==> src/ihd_pkg.sv <==
// Package with the types and constants of the hexadecimal-float to binary64 converter.
package ihd_pkg;
  localparam int unsigned WordW = 64;
  localparam int unsigned FracW = 56;
  localparam int unsigned HexExpW = 7;
  localparam int unsigned LzcW = 6;
  localparam logic [63:0] QnanBits = 64'h7FF8_0000_0000_0000;
  localparam logic [HexExpW-1:0] MissDot = 7'h2e;
  localparam logic [HexExpW-1:0] MissUnder = 7'h5f;
  localparam logic [HexExpW-1:0] MissLetterLo = 7'h41;
  localparam logic [HexExpW-1:0] MissLetterHi = 7'h5a;

  typedef struct packed {
    logic [WordW-1:0] ieee_bits;
    logic             is_missing;
  } result_t;

  typedef struct packed {
    logic [WordW-1:0] ibm_bits;
  } item_t;
endpackage

==> src/ihd_if.sv <==
// Valid/ready channel interfaces for the converter's input and result transactions.
interface ihd_in_if;
  logic           valid;
  logic           ready;
  ihd_pkg::item_t payload;
  modport source (output valid, output payload, input ready);
  modport sink (input valid, input payload, output ready);
endinterface

interface ihd_out_if;
  logic             valid;
  logic             ready;
  ihd_pkg::result_t payload;
  modport source (output valid, output payload, input ready);
  modport sink (input valid, input payload, output ready);
endinterface

==> src/ibm_hex_to_ieee_double.sv <==
// Top level of the hexadecimal-float to binary64 converter.
// Each item passes the input register, then the result register; one per cycle while out_o is ready.
// The input register feeds a leading-zero count, normalizing shift and round.
// The result register is loaded whenever it is empty or being drained.
// Reset clears both valid flags; payload registers are not reset.
module ibm_hex_to_ieee_double (
  input  logic          clk_i,
  input  logic          rst_ni,
  ihd_in_if.sink        in_i,
  ihd_out_if.source     out_o
);
  logic                      in_vld_q;
  logic [ihd_pkg::WordW-1:0] in_q;
  logic                      out_vld_q;
  ihd_pkg::result_t          out_q;
  ihd_pkg::result_t          res_d;
  logic                      adv;

  assign adv = !out_vld_q || out_o.ready;
  assign in_i.ready = adv || !in_vld_q;
  assign out_o.valid = out_vld_q;
  assign out_o.payload = out_q;

  always_ff @(posedge clk_i or negedge rst_ni) begin
    if (!rst_ni) begin
      in_vld_q <= 1'b0;
      out_vld_q <= 1'b0;
    end else begin
      if (in_i.ready) in_vld_q <= in_i.valid;
      if (adv) out_vld_q <= in_vld_q;
    end
  end

  always_ff @(posedge clk_i) begin
    if (in_i.ready && in_i.valid) in_q <= in_i.payload.ibm_bits;
    if (adv && in_vld_q) out_q <= res_d;
  end

  logic                        sgn;
  logic [ihd_pkg::HexExpW-1:0] hex;
  logic [ihd_pkg::FracW-1:0]   frac;
  logic [ihd_pkg::LzcW-1:0]    p;
  logic [ihd_pkg::FracW-1:0]   norm;
  logic [53:0]                 sig;
  logic                        rnd;
  logic [11:0]                 bexp;
  logic                        miss;

  assign sgn = in_q[63];
  assign hex = in_q[62:56];
  assign frac = in_q[55:0];

  always_comb begin
    p = '0;
    for (int i = 0; i < ihd_pkg::FracW; i++) begin
      if (frac[i]) p = ihd_pkg::LzcW'(i);
    end
  end

  always_comb begin
    norm = frac << (6'd55 - p);
    rnd = norm[2] && (norm[3] || norm[1] || norm[0]);
    sig = {1'b0, norm[55:3]} + {53'd0, rnd};
    bexp = 12'(p) + {3'd0, hex, 2'b00} + 12'd711;
    if (sig[53]) bexp = bexp + 12'd1;
    miss = hex == ihd_pkg::MissDot || hex == ihd_pkg::MissUnder ||
           (hex >= ihd_pkg::MissLetterLo && hex <= ihd_pkg::MissLetterHi);
    if (frac == '0) begin
      res_d.is_missing = miss;
      res_d.ieee_bits = miss ? ihd_pkg::QnanBits : {sgn, 63'd0};
    end else begin
      res_d.is_missing = 1'b0;
      res_d.ieee_bits = {sgn, bexp[10:0], sig[53] ? sig[52:1] : sig[51:0]};
    end
  end
endmodule

==> src/flat_wrapper.sv <==
// flat-port wrapper written by rule: the top's interface ports become plain ports
module ibm_hex_to_ieee_double_flat 
  (clk_i, rst_ni, in_i_valid, in_i_payload, in_i_ready, out_o_valid, out_o_payload, out_o_ready);
  ihd_in_if in_i_i ();
  ihd_out_if out_o_i ();
  input  logic clk_i;
  input  logic rst_ni;
  input wire logic [$bits(in_i_i.valid)-1:0] in_i_valid;
  input wire logic [$bits(in_i_i.payload)-1:0] in_i_payload;
  output wire logic [$bits(in_i_i.ready)-1:0] in_i_ready;
  output wire logic [$bits(out_o_i.valid)-1:0] out_o_valid;
  output wire logic [$bits(out_o_i.payload)-1:0] out_o_payload;
  input wire logic [$bits(out_o_i.ready)-1:0] out_o_ready;
  assign in_i_i.valid = in_i_valid;
  assign in_i_i.payload = in_i_payload;
  assign in_i_ready = in_i_i.ready;
  assign out_o_valid = out_o_i.valid;
  assign out_o_payload = out_o_i.payload;
  assign out_o_i.ready = out_o_ready;
  ibm_hex_to_ieee_double u_core (.clk_i(clk_i), .rst_ni(rst_ni), .in_i(in_i_i), .out_o(out_o_i));
endmodule
==> config.mk <==
export PLATFORM = sky130hd
export DESIGN_NAME = ibm_hex_to_ieee_double_flat
export DESIGN_NICKNAME = d
export VERILOG_FILES = /design/src/ihd_pkg.sv /design/src/ihd_if.sv /design/src/ibm_hex_to_ieee_double.sv /design/src/flat_wrapper.sv
export SDC_FILE = /design/constraint.sdc
export NUM_CORES = 1
export LEC_CHECK = 0
export BUFFER_PORTS_ARGS = -buffer_cell sky130_fd_sc_hd__buf_2
export CAP_MARGIN = 20
export CORE_MARGIN = 1.5
export CORE_UTILIZATION = 23
export CTS_CLUSTER_SIZE = 28
export DETAILED_ROUTE_END_ITERATION = 7
export PLACE_DENSITY_LB_ADDON = 0.3
export SYNTH_ARGS = -nofsm -noshare
export SYNTH_HDL_FRONTEND = slang
export SYNTH_SLANG_ARGS = --single-unit
==> constraint.sdc <==
create_clock -name clk_i -period 8.85 [get_ports clk_i]
set_input_delay 1.77 -clock clk_i [delete_from_list [all_inputs] [get_ports clk_i]]
set_output_delay 1.77 -clock clk_i [all_outputs]
set_load 0.01 [all_outputs]
==> results.md, run 1 <==
- Htree depth: 4
- Critical Path, Cell by Cell: nor2b_1 > a2111oi_0 > o21ai_1 > a211o_1 > o21ai_4 > mux2i_1 > a211oi_2 > nor2_1 > ha_1 > nand2_1 > or4_1 > or4b_1 > nor2_1 > nand4b_1 > nor4_4 > and3b_1
- Detail Placement HPWL: 43,900 um
- Number of max-cap violations: 0
- GP Congestion: 0.979
- WP data required: 9.06 ns
- Max clock buf depth: 2
- Number of synthesis warnings: 0
- Die height: 238 um
- Sink Count: 131
- Post-CTS sizing: 0
- Met2 Resource Use GR: 30.2%
- Worst Tran Pin Value: 1.16 ns
- Hold Vio Cnt, Final: 0
- R2r endpoint: u_core.out_o.payload[46]$_SDFFCE_PP0P_
- Layout Skew: 0.0148 ns
- Fillcell total: 5,851
- Most used cell, CP: nor2_1
- Compound-gate portion of the synthesized area: 29.5%
- Worst hold path class: reg -> reg
- RSZ-0062 raised after global routing: false
- Worst-path fanout max: 20
- Peak-usage layer in the global routing report: met2
- Synthesized area: 0.0127 mm^2
- Status: complete, no violations
- Sequential share of the synthesized area: 31.0%
- CP Capture Type: register
- Slowest library cell on the worst path: o21ai_4
- DR vias: 13,400
- Area of the multi-input gates: 0.00801 mm^2
- Syn_area_per_cell: 8.51 um^2
- Root Driver: clkbuf_16
- Most used flip-flop cell after synthesis: edfxtp_1
- Vias per inst: 5.90
- Initial antenna violation count: 2
- Met1 usage: 26.7%
- Tcrit/Tclk final: 83.7%
- Largest net degree at the start of global routing: 65
- Largest family of logic cells by synthesized area: compound AO/OA/AOI/OAI gates
- 1st-pass router iterations: 5
- Most frequent cells after synthesis: edfxtp_1 (129), nand2_1 (124), nor2_1 (119)
- WS Path Type: reg -> reg
- Largest cells by area after synthesis: edfxtp_1 (31%), mux2i_1 (4.0%), a21oi_1 (3.9%)
- Rows: 85
- Met3 Resource Use GR: 5.28%
- Asr flop ratio synth: 1.53%
- Die footprint: 0.0565 mm^2
- Post-route setup TNS: 0 ns
- Setup-failing EPs final: 0
- Crit path buf inv count: 0
- Crit path largest cell delay: 0.89 ns
- Post-synthesis adder-cell area fraction: 0.751%
- Routed Antenna Nets: 0
- DRT iter0 DRCs: 1,746
- CP delay by family, top: simple AND/OR/NAND/NOR gates
- Slew Viols, Final: 0
- WP depth: 16
- Post-CTS Hold Buffers: 0
- I/O pin total: 135
- R2r setup slk: 1.44 ns
- Overall routing resource usage: 19.7%
- Grt ovf: 0
- Fmax: 135 MHz
- Worst setup path endpoint: u_core.out_o.payload[46]$_SDFFCE_PP0P_
- Total setup buffers inserted after CTS: 0
- Simple-Gate Fraction of Synth Area: 24.2%
- Layout cells sized above 1: 18.2%
- FF-to-FF Start: u_core.in_q[10]$_DFFE_PP_
- Crit path from: u_core.in_q[10]$_DFFE_PP_
- # DRC: 0
- Number of CTS-inserted buffers: 17
- Vias in the first global route: 12,500
- Worst IR Drop VDD: 0.000135 V
- Startpoint Class: register
- Unique masters post-synth: 110
- Die W: 238 um
- Starting Density: 23.4%
- PwrDens: 158 mW/mm^2
- Fin crit period: 7.41 ns
- WL/cell: 25.1 um
- Area added between synthesis and finish: 14.8%
- Worst EP arrival: 7.62 ns
- Pleak: 5.12 nW
- Core Box Area: 0.0541 mm^2
- Post-synthesis net count: 1,564
- CTS tree: done
- Reg2reg path depth: 16
- Synth Area in XOR/XNOR: 3.11%
- Fin nets: 1,639
- Yosys top cell area share: 30.6%
- Hold Worst Slack: 0.488 ns
- Number of flops mapped to enable cells by yosys: 129
- Post-synthesis mux area share: 5.38%
- Post-Synthesis Cells: 1,489
- Global-route wire length before repair: 83,300 um
- Skew-Pair Late Insertion Delay: 0.47 ns
- #FFs+latches synth: 131
- FF+latch area: 0.00392 mm^2
- Cell taking the most area after synthesis: edfxtp_1
- Number of I/O port buffers: 134
- WL final: 57,100 um
- Worst slew margin: 20.7%
- Most common cell in the netlist: edfxtp_1
- Worst-path clk slew: 0.07 ns
## cells by family (layout without fill, tap and decap cells)
logic type | count (synthesis) | after routing
AND/OR/NAND/NOR | 571 | 571
adder cells (fa/ha/maj) | 7 | 7
buffers and inverters | 160 | 248
flip-flops | 131 | 131
multiplexers | 64 | 64
XOR/XNOR | 45 | 45
other | 0 | 1
AO/OA/AOI/OAI | 511 | 511
## through the flow
stage	setup WS (ns)	area, um^2	std cells	util [%]	total power (W)
after floorplan	2.27	12700	1489	-	0.00126
after global placement	1.61	13900	2240	25.7	0.00153
after detailed placement	1.55	13900	2241	25.7	0.00153
after CTS	1.54	14500	2273	26.9	0.00230
after global routing	1.06	14500	2273	26.9	0.00239
final	1.44	14500	2274	26.9	0.00229
## report_power, final
part	switching [W]	internal [W]
Sequential	0.0000508	0.000762
Combinational	0.000486	0.000239
Clock	0.000307	0.000450
Total	0.000844	0.00145
## metal layers
| metal | wire length [um] | part of all wire [%] | up-vias |
|---|---|---|---|
| li1 | - | - | 6021 |
| met2 | 25300 | 44 | 716 |
| met5 | 14 | 0.025 | - |
| met4 | 1750 | 3.1 | 2 |
| met1 | 24900 | 44 | 6567 |
| met3 | 5180 | 9.1 | 104 |
## how the worst min path moves through the flow
stage,cells after the start,endpoint,slack (ns),start
floorplan,1,u_core.out_o.valid$_DFFE_PN0P_,0.45,u_core.in_vld_q$_DFFE_PN0N_
finish,1,u_core.out_o.valid$_DFFE_PN0P_,0.49,u_core.in_vld_q$_DFFE_PN0N_
global placement,1,u_core.out_o.valid$_DFFE_PN0P_,0.47,u_core.in_vld_q$_DFFE_PN0N_
global route,1,u_core.out_o.payload[64]$_DFFE_PP_,0.54,u_core.in_q[63]$_DFFE_PP_
detailed placement,1,u_core.out_o.valid$_DFFE_PN0P_,0.48,u_core.in_vld_q$_DFFE_PN0N_
CTS,1,u_core.out_o.valid$_DFFE_PN0P_,0.50,u_core.in_vld_q$_DFFE_PN0N_
## area by class of cell
| cell class | instances | share of cell area, % |
|---|---|---|
| Clock inverter | 15 | 1.33 |
| Inverter | 46 | 1.20 |
| Tap cell | 696 | 5.99 |
| Multi-Input combinational cell | 1198 | 55.1 |
| Sequential cell | 131 | 27.0 |
| Timing Repair Buffer | 170 | 6.45 |
| Clock buffer | 17 | 2.93 |
| Antenna cell | 1 | 0.0172 |
## registers in the layout, summed over array words and instances (netlist names)
name                  count
u_core.out_o.payload     65
u_core.in_q              64
u_core.in_vld_q           1
u_core.out_o.valid        1
## worst reg2reg max path, delay by kind of cell, from the launching register on
| kind | cells | cell delay (ns) |
|---|---|---|
| simple gates | 9 | 3.19 |
| fa+ha+maj | 1 | 0.20 |
| compound gates | 5 | 2.36 |
| mux | 1 | 0.83 |
| flops | 1 | 0.58 |
## placed cells by master, fill, tap and decap left out, types with 15 or more instances in the layout
cell,Yosys,routed
a21oi_1,98,98
nor3_1,81,80
clkbuf_16,0,17
nand4_1,16,16
mux2i_1,51,51
xor2_1,18,17
a211oi_1,47,47
o21ai_0,55,55
inv_1,43,43
o22ai_1,15,15
and2_1,22,20
a22oi_1,18,18
a31oi_1,19,19
edfxtp_1,129,129
a221oi_1,18,18
nor2_1,119,119
buf_4,9,35
o211ai_1,50,50
nand2b_1,16,16
nand2_1,124,124
buf_2,49,135
xnor2_1,27,26
a2111oi_0,19,19
nor4_1,25,25
nand3_1,56,56
Power figures use the tool's default switching activity.
==> run 2, diff against run 1 <==
==> constraint.sdc (replaced) <==
create_clock -name clk_i -period 6.5 [get_ports clk_i]
set_input_delay 1.3 -clock clk_i [delete_from_list [all_inputs] [get_ports clk_i]]
set_output_delay 1.3 -clock clk_i [all_outputs]
set_load 0.01 [all_outputs]
==> results.md, run 2 (synthesis results as in run 1) <==
- Initial antenna violation count: 0 (-2)
- Worst Tran Pin Value: 1.17 ns (+0.00819 ns)
- Total setup buffers inserted after CTS: 0 (unchanged)
- Core Box Area: 0.0541 mm^2 (unchanged)
- Hold path startpoint: u_core.in_vld_q$_DFFE_PN0N_
- Fin nets: 1,727 (+5.4%)
- WP depth: 14 (-2)
- 1st-pass router iterations: 6 (+1)
- Post-CTS sizing: 0 (unchanged)
- Global-route wire length before repair: 85,200 um (+2.4%)
- Rows: 85 (unchanged)
- Layout Skew: 0.00897 ns (-0.00588 ns)
- Sink Count: 131 (unchanged)
- Most used cell, CP: buf_4
- Worst hold path class: reg -> reg
- Skew-Pair Late Insertion Delay: 0.48 ns (about the same)
- R2r endpoint: u_core.out_o.payload[46]$_SDFFCE_PP0P_
- Number of diodes: 0 (-1)
- Vias per inst: 5.73 (-2.9%)
- Max clock buf depth: 2 (unchanged)
- PwrDens: 201 mW/mm^2 (+28%)
- Critical Path, Cell by Cell: nor2b_1 > a2111oi_0 > o21ai_1 > a211oi_2 > buf_4 > o211ai_1 > and2_1 > mux4_2 > o21ai_0 > or3b_1 > or4_4 > nor4_4 > buf_4 > and3b_1
- Worst IR Drop VDD: 0.000219 V (+62%)
- CP delay by family, top: simple AND/OR/NAND/NOR gates
- RSZ-0062 raised after global routing: false
- Crit path largest cell delay: 0.72 ns (-0.17 ns)
- FF-to-FF Start: u_core.in_q[10]$_DFFE_PP_
- Die footprint: 0.0565 mm^2 (unchanged)
- WP data required: 6.73 ns (-2.33 ns)
- R2r setup slk: 0.38 ns (-1.06 ns)
- Crit path from: u_core.in_q[10]$_DFFE_PP_
- Layout cells sized above 1: 22.4% (+4.2 points)
- Die W: 238 um (unchanged)
- CTS tree: done
- Number of flip-flops under the largest register name: 65 (unchanged)
- # DRC: 0 (unchanged)
- Grt ovf: 0 (unchanged)
- WS Path Type: reg -> reg
- Post-CTS Hold Buffers: 0 (unchanged)
- Slowest library cell on the worst path: a211oi_2
- Setup WS pre-CTS: 0.549 ns (-1.00 ns)
- Hold Vio Cnt, Final: 0 (unchanged)
- Detail Placement HPWL: 46,100 um (+5.1%)
- Crit path buf inv count: 2 (+2)
- Worst EP arrival: 6.35 ns (-1.27 ns)
- Fin crit period: 6.12 ns (-1.29 ns)
- Worst-path fanout max: 11 (-45%)
- Setup-failing EPs final: 0 (unchanged)
- Routed Antenna Nets: 0 (unchanged)
- Tcrit/Tclk final: 94.2% (+10 points)
- WL/cell: 24.6 um (-2.2%)
- Largest net degree at the start of global routing: 66 (+1.5%)
- Commonest non-fill, non-tap cell in the layout: buf_2
- Die height: 238 um (unchanged)
- Util after Layout: 28.1% (+1.2 points)
- WL final: 58,000 um (+1.5%)
- Fin worst setup slack: 0.380 ns (-1.06 ns)
- Startpoint Class: register
- Fmax: 163 MHz (+21%)
- Fillcell total: 5,847 (-0.068%)
- Reg2reg path depth: 14 (-2)
- Overall routing resource usage: 20.3% (+0.55 points)
- Vias in the first global route: 12,700 (+1.2%)
- Area added between synthesis and finish: 20.0%
- Number of max-cap violations: 0 (unchanged)
- Status: complete, no violations
- GP Congestion: 0.950 (-3.0%)
- Worst slew margin: 19.9% (-0.77 points)
- Htree depth: 4 (unchanged)
- Worst-path clk slew: 0.06 ns (about the same)
- Pleak: 5.54 nW (+8.1%)
- I/O pin total: 135 (unchanged)
- Hold Worst Slack: 0.493 ns (+0.00433 ns)
- Worst setup path endpoint: u_core.out_o.payload[46]$_SDFFCE_PP0P_
- DRT iter0 DRCs: 1,474 (-16%)
- Most frequent cells in the layout: buf_2 (134), edfxtp_1 (129), nand2_1 (124)
- Slew Viols, Final: 0 (unchanged)
- Starting Density: 23.4% (unchanged)
- Number of CTS-inserted buffers: 17 (unchanged)
- CP Capture Type: register
- Number of I/O port buffers: 134 (unchanged)
- Root Driver: clkbuf_16
- DR vias: 13,500 (+0.78%)
- Post-route setup TNS: 0 ns (unchanged)
## run 2: layout make-up
| cell class | count | area (um^2) | area share, % |
|---|---|---|---|
| well taps | 696 | 871 | 5.73 |
| multi-input cells | 1198 | 8010 | 52.7 |
| clock inverters | 14 | 133 | 0.873 |
| clock buffers | 17 | 425 | 2.80 |
| flip-flops and latches | 131 | 3920 | 25.8 |
| inverters | 46 | 175 | 1.15 |
| repair buffers | 258 | 1660 | 10.9 |
## run 2: worst reg2reg max path: stages, from the launching register on
cell       delay, ns
edfxtp_1        0.57
nor2b_1         0.21
a2111oi_0       0.41
o21ai_1         0.23
a211oi_2        0.72
buf_4           0.35
o211ai_1        0.19
and2_1          0.28
mux4_2          0.62
o21ai_0         0.47
or3b_1          0.45
or4_4           0.56
nor4_4          0.42
buf_4           0.21
and3b_1         0.17
## run 2: through the flow
stage / instances / instance area, um^2 / total power [W]
finish: 2360 / 15200 / 0.00306
floorplan: 1489 / 12700 / 0.00171
detailed placement: 2329 / 14600 / 0.00214
global placement: 2329 / 14600 / 0.00214
global route: 2360 / 15200 / 0.00321
CTS: 2360 / 15200 / 0.00309
## run 2: how the worst min path moves through the flow
stage,endpoint,slack [ns],cells after the start
after floorplan,u_core.out_o.valid$_DFFE_PN0P_,0.45,1
after global placement,u_core.out_o.valid$_DFFE_PN0P_,0.47,1
after detailed placement,u_core.out_o.valid$_DFFE_PN0P_,0.47,1
after CTS,u_core.out_o.valid$_DFFE_PN0P_,0.49,1
after global routing,u_core.out_o.valid$_DFFE_PN0P_,0.53,1
final,u_core.out_o.valid$_DFFE_PN0P_,0.49,1
## run 2: metal layers
metal,wire (um),share of wire (%),global-route usage [%]
met5,0,0,0
met4,1770,3.1,7.01
met3,3620,6.2,3.07
met2,26200,45,31.7
met1,26400,45,28.2
## run 2: where the power goes
group	internal, W	switching, W	leakage, nW
clock	0.000524	0.000395	0.261
sequential	0.00104	0.0000707	1.26
combinational	0.000368	0.000665	4.01
